File: src/gktrim_pkg.sv
// Shared types, constants and helpers for the gain knob trim block.
package gktrim_pkg;

  localparam int SPAN_US = 500;
  localparam int DEN = 2 * SPAN_US;

  localparam int MAG_W = 28;
  localparam int RECIP_SHIFT = MAG_W + $clog2(DEN);
  localparam int RECIP_W = MAG_W + 1;
  localparam longint RECIP_VAL = ((longint'(1) << RECIP_SHIFT) + longint'(DEN) - 1) /
                                 longint'(DEN);
  localparam logic [RECIP_W-1:0] RECIP_MUL = RECIP_VAL[RECIP_W-1:0];

  localparam logic [15:0] ONE_Q14 = 16'd16384;
  localparam logic [15:0] RANGE_MAX = 16'd32768;
  localparam logic [11:0] NEUTRAL_RESET = 12'd1500;

  localparam logic        ENABLE_RESET = 1'b1;
  localparam logic [15:0] TRIM_RANGE_RESET = 16'd6554;
  localparam logic [15:0] HOLD_TICKS_RESET = 16'd1000;
  localparam logic [11:0] YAW_THRESHOLD_RESET = 12'd1150;

  typedef enum logic [1:0] {
    REG_ENABLE        = 2'd0,
    REG_TRIM_RANGE    = 2'd1,
    REG_HOLD_TICKS    = 2'd2,
    REG_YAW_THRESHOLD = 2'd3
  } cfg_reg_t;

  typedef struct packed {
    logic [11:0] kp_knob_us;
    logic [11:0] kd_knob_us;
    logic [11:0] yaw_us;
    logic        armed;
  } in_t;

  typedef struct packed {
    logic [15:0] kp_mult_q14;
    logic [15:0] kd_mult_q14;
    logic        save_now;
    logic [15:0] bake_kp_q14;
    logic [15:0] bake_kd_q14;
  } out_t;

  // Signed trim numerator split into sign and a floor-adjusted magnitude.
  typedef struct packed {
    logic             neg;
    logic [MAG_W-1:0] mag;
  } trim_num_t;

  typedef struct packed {
    trim_num_t kp;
    trim_num_t kd;
    logic      save;
    logic      en;
  } stage_t;

  // range * (knob - neutral); negative magnitudes get DEN-1 added so a
  // plain floor of mag/DEN gives the ceiling, i.e. floor of the signed value.
  function automatic trim_num_t trim_prep(input logic [11:0] knob,
                                          input logic [11:0] neutral,
                                          input logic [15:0] range);
    logic [12:0]      d;
    logic [11:0]      ad;
    logic [MAG_W-1:0] prod;
    trim_num_t        r;
    d = {1'b0, knob} - {1'b0, neutral};
    ad = d[12] ? 12'(-d) : d[11:0];
    prod = MAG_W'(range) * MAG_W'(ad);
    r.neg = d[12];
    r.mag = d[12] ? prod + MAG_W'(DEN - 1) : prod;
    return r;
  endfunction

endpackage

File: src/gktrim_scale.sv
// Divides a trim numerator by the knob span, clamps and adds the 1.0 offset.
module gktrim_scale (
  input  gktrim_pkg::trim_num_t num,
  input  logic [14:0]           half,
  output logic [15:0]           mult
);
  import gktrim_pkg::*;

  localparam int PROD_W = MAG_W + RECIP_W;

  logic [PROD_W-1:0] prod;
  logic [PROD_W-1:0] quo_full;
  logic [MAG_W-1:0]  quo;
  logic [14:0]       quo_clamped;

  always_comb begin
    prod = PROD_W'(num.mag) * PROD_W'(RECIP_MUL);
    quo_full = prod >> RECIP_SHIFT;
    quo = quo_full[MAG_W-1:0];
    quo_clamped = (quo > MAG_W'(half)) ? half : quo[14:0];
    mult = num.neg ? ONE_Q14 - 16'(quo_clamped) : ONE_Q14 + 16'(quo_clamped);
  end

endmodule

File: config.mk
export PLATFORM = sky130hd
export DESIGN_NAME = gktrim_scale
export DESIGN_NICKNAME = d
export VERILOG_FILES = /design/src/gktrim_pkg.sv /design/src/gktrim_scale.sv
export SDC_FILE = /design/constraint.sdc
export NUM_CORES = 1
export LEC_CHECK = 0
export BUFFER_PORTS_ARGS = -buffer_cell sky130_fd_sc_hd__clkbuf_2
export CELL_PAD_IN_SITES_DETAIL_PLACEMENT = 1
export CELL_PAD_IN_SITES_GLOBAL_PLACEMENT = 2
export CORE_MARGIN = 2
export CORE_UTILIZATION = 42
export DETAILED_ROUTE_END_ITERATION = 10
export MAX_ROUTING_LAYER = met4
export PLACE_DENSITY = 0.92
export SYNTH_ARGS = -nofsm -noshare
export SYNTH_HDL_FRONTEND = slang
export SYNTH_SLANG_ARGS = --single-unit
File: constraint.sdc
create_clock -name vclk -period 12.7
set_input_delay 0 -clock vclk [all_inputs]
set_output_delay 0 -clock vclk [all_outputs]
set_load 0.005 [all_outputs]
==> summary by stage <==
Status
The run finished with clean final reports.

Critical path
The highest fanout seen on the critical path is 34. The maximum single-stage delay on the critical path is 0.61 ns. STA puts the critical path data required time at 12.70 ns. The most common cell type on the critical path is sky130_fd_sc_hd__fa_1. The worst setup path is captured at a primary output. STA classifies the critical path startpoint as an input port. The cell type of the slowest stage on the worst timing path is sky130_fd_sc_hd__fa_1.

The critical path is of the input port to primary output type. Data on the critical path arrives at its endpoint at 10.84 ns.

Placed design
The global placement routability congestion is 0.9670. The HPWL after detailed placement is 40520 um. The count of port buffers added during placement is 60.

Floorplan
From bottom edge to top edge, the die measures 185.6 um. During I/O placement, the number of pins put on the boundary was 60. Once the floorplan was initialized, standard cells occupied 42.59% of the core. The die outline area is 34460 sq um. The placeable core area is 32540 sq um.

The floorplan has 66 rows. The floorplan step set the die width to 185.6 um.

Timing
The setup-violating endpoint count in the final report is 0. Measured against its own limit, the worst slew margin works out to 46.11%. Setup repair after global routing left no endpoint under its margin. The post-route clock period utilization is 85.33%.

The number of endpoints with negative hold slack in the final report was 0. Timing would allow up to 92.27 MHz. The total count of max-transition violations in the final report was 0. Subtracting the final worst setup slack from the clock period gives 10.84 ns. The final total negative setup slack is 0 ns. The slew at the pin closest to its max-slew limit is 0.8029 ns.

Cells and area
The footprint of the flip-flops and latches is 0 sq um. The clock buffer instance count of the final layout is 0. The final layout contains a sequential cell count of 0. Leaving out fill and tap cells, the most frequent cells in the layout are sky130_fd_sc_hd__inv_1 (464), sky130_fd_sc_hd__ha_1 (326), sky130_fd_sc_hd__fa_1 (247). The fraction of final layout cells with drive strength greater than 1 is 4.907%. The leading cell type in the layout, fill and taps excluded is sky130_fd_sc_hd__inv_1. In the final design database the tool counted 2229 nets.

The signed area change from the synthesized netlist to the final layout is 5.743%.

Logic synthesis
Synthesis produced a netlist whose cell count is 1568. For this run, the number of Yosys warnings is 0. The post-synth design cell area is 13860 sq um. The mean area per synthesized cell is 8.837 sq um. The number of different library cells used by synthesis comes to 65. The register area share after synthesis is 0%.

The number of nets handed over by synthesis was 2185.

Global route
For this run, the total global-route usage over all layers was measured as 28.02%. The aggregate global routing overflow is 0. The first global-routing pass estimated 70840 um of wire. Entering global routing, the biggest net connects 35 pins. The number of antenna violations at the first check in global routing was 1. The number of global-route vias before repair is 12390.

Route
Dividing the detail-routed via count by the number of cells gives 5.412. Detailed routing inserted a total of 11110 vias. The count of nets left with antenna violations after detail routing is 0.

For this run, design rule violations remaining after detail routing come to 0. After detailed routing, the total wire length is 44050 um. Dividing the detail-routed wire length by the instance count gives 21.46 um. The first-pass iteration count of the detailed router is 6. The iteration-0 DRC count of the detailed router is 604.

Job
The number of max-cap violations is 0.

CTS
After clock tree synthesis, the flow added hold-fix buffers numbering 0. Once the clock tree was built, the resizer swapped 0 gates to a different size. The setup fix buffers added after clock tree synthesis is 0.

Min path
The path category of the worst min-delay check is input port to primary output.
==> cells by family after synthesis <==
family,synth area share [%]
AOI/OAI and AO/OA,9.797
xor gates and xnor gates,1.959
adders and majority gates,65.12
buffers and inverters,13.10
muxes,0.8036
and+or+nand+nor,9.219
==> final timing paths <==
path	cells after the start	slack [ns]	end	from
worst max-delay path	37	1.86	mult[14]	num[11]
worst min-delay path	4	0.38	mult[0]	half[0]
==> synthesized netlist by cell type (8+ instances only) <==
cell	n	area share (%)
sky130_fd_sc_hd__inv_1	464	13
sky130_fd_sc_hd__ha_1	326	29
sky130_fd_sc_hd__fa_1	247	36
sky130_fd_sc_hd__nand2_1	74	2.0
sky130_fd_sc_hd__a21oi_1	65	2.3
sky130_fd_sc_hd__o21ai_0	51	1.8
sky130_fd_sc_hd__nor2_1	50	1.4
sky130_fd_sc_hd__nand4_1	26	1.2
sky130_fd_sc_hd__nand3_1	24	0.87
sky130_fd_sc_hd__nor3_1	23	0.83
sky130_fd_sc_hd__xnor2_1	20	1.3
sky130_fd_sc_hd__clkbuf_1	17	0.46
sky130_fd_sc_hd__a211oi_1	14	0.76
sky130_fd_sc_hd__a21o_1	14	0.76
sky130_fd_sc_hd__or3_1	11	0.50
sky130_fd_sc_hd__xor2_1	11	0.70
sky130_fd_sc_hd__mux2i_1	10	0.72
sky130_fd_sc_hd__o211ai_1	9	0.49
sky130_fd_sc_hd__or2_2	8	0.36
==> routing by layer <==
layer	global-route usage, %	vias up	share of wire [%]
met2	45.87	286	47
met4	6.488	0	2.9
met1	37.30	5635	45
met3	3.346	60	5.4
met5	-	-	0
li1	-	5130	-
==> area by class of cell <==
cell class | count | area [sq um]
diodes | 1 | 2.502
inverters | 464 | 1742
fillers | 3949 | 17880
repair buffers | 61 | 307.8
multi-input cells | 1085 | 12050
well taps | 442 | 553.0
==> critical path, delay by kind of cell <==
kind	cells	cell delay, ns
adders and majority gates	10	4.72
and+or+nand+nor	11	3.24
muxes	1	0.27
buffers and inverters	7	0.91
xor gates and xnor gates	1	0.15
AOI/OAI and AO/OA	7	1.51
==> metrics by stage <==
step	hold slack (ns)	cells	util [%]	setup WS, ns	instance area, sq um
after floorplan	0.1119	1568	-	3.200	13860
after global placement	0.3805	2052	45.03	2.107	14650
after detailed placement	0.3850	2052	45.03	1.919	14650
after CTS	0.3887	2052	45.03	1.880	14650
after global routing	0.4295	2053	45.04	1.249	14650
final	0.3794	2053	45.04	1.863	14650
Power is left out: the tool's default activity adds up to more than one toggle a clock period on the data nets, which glitch-free logic cannot reach.
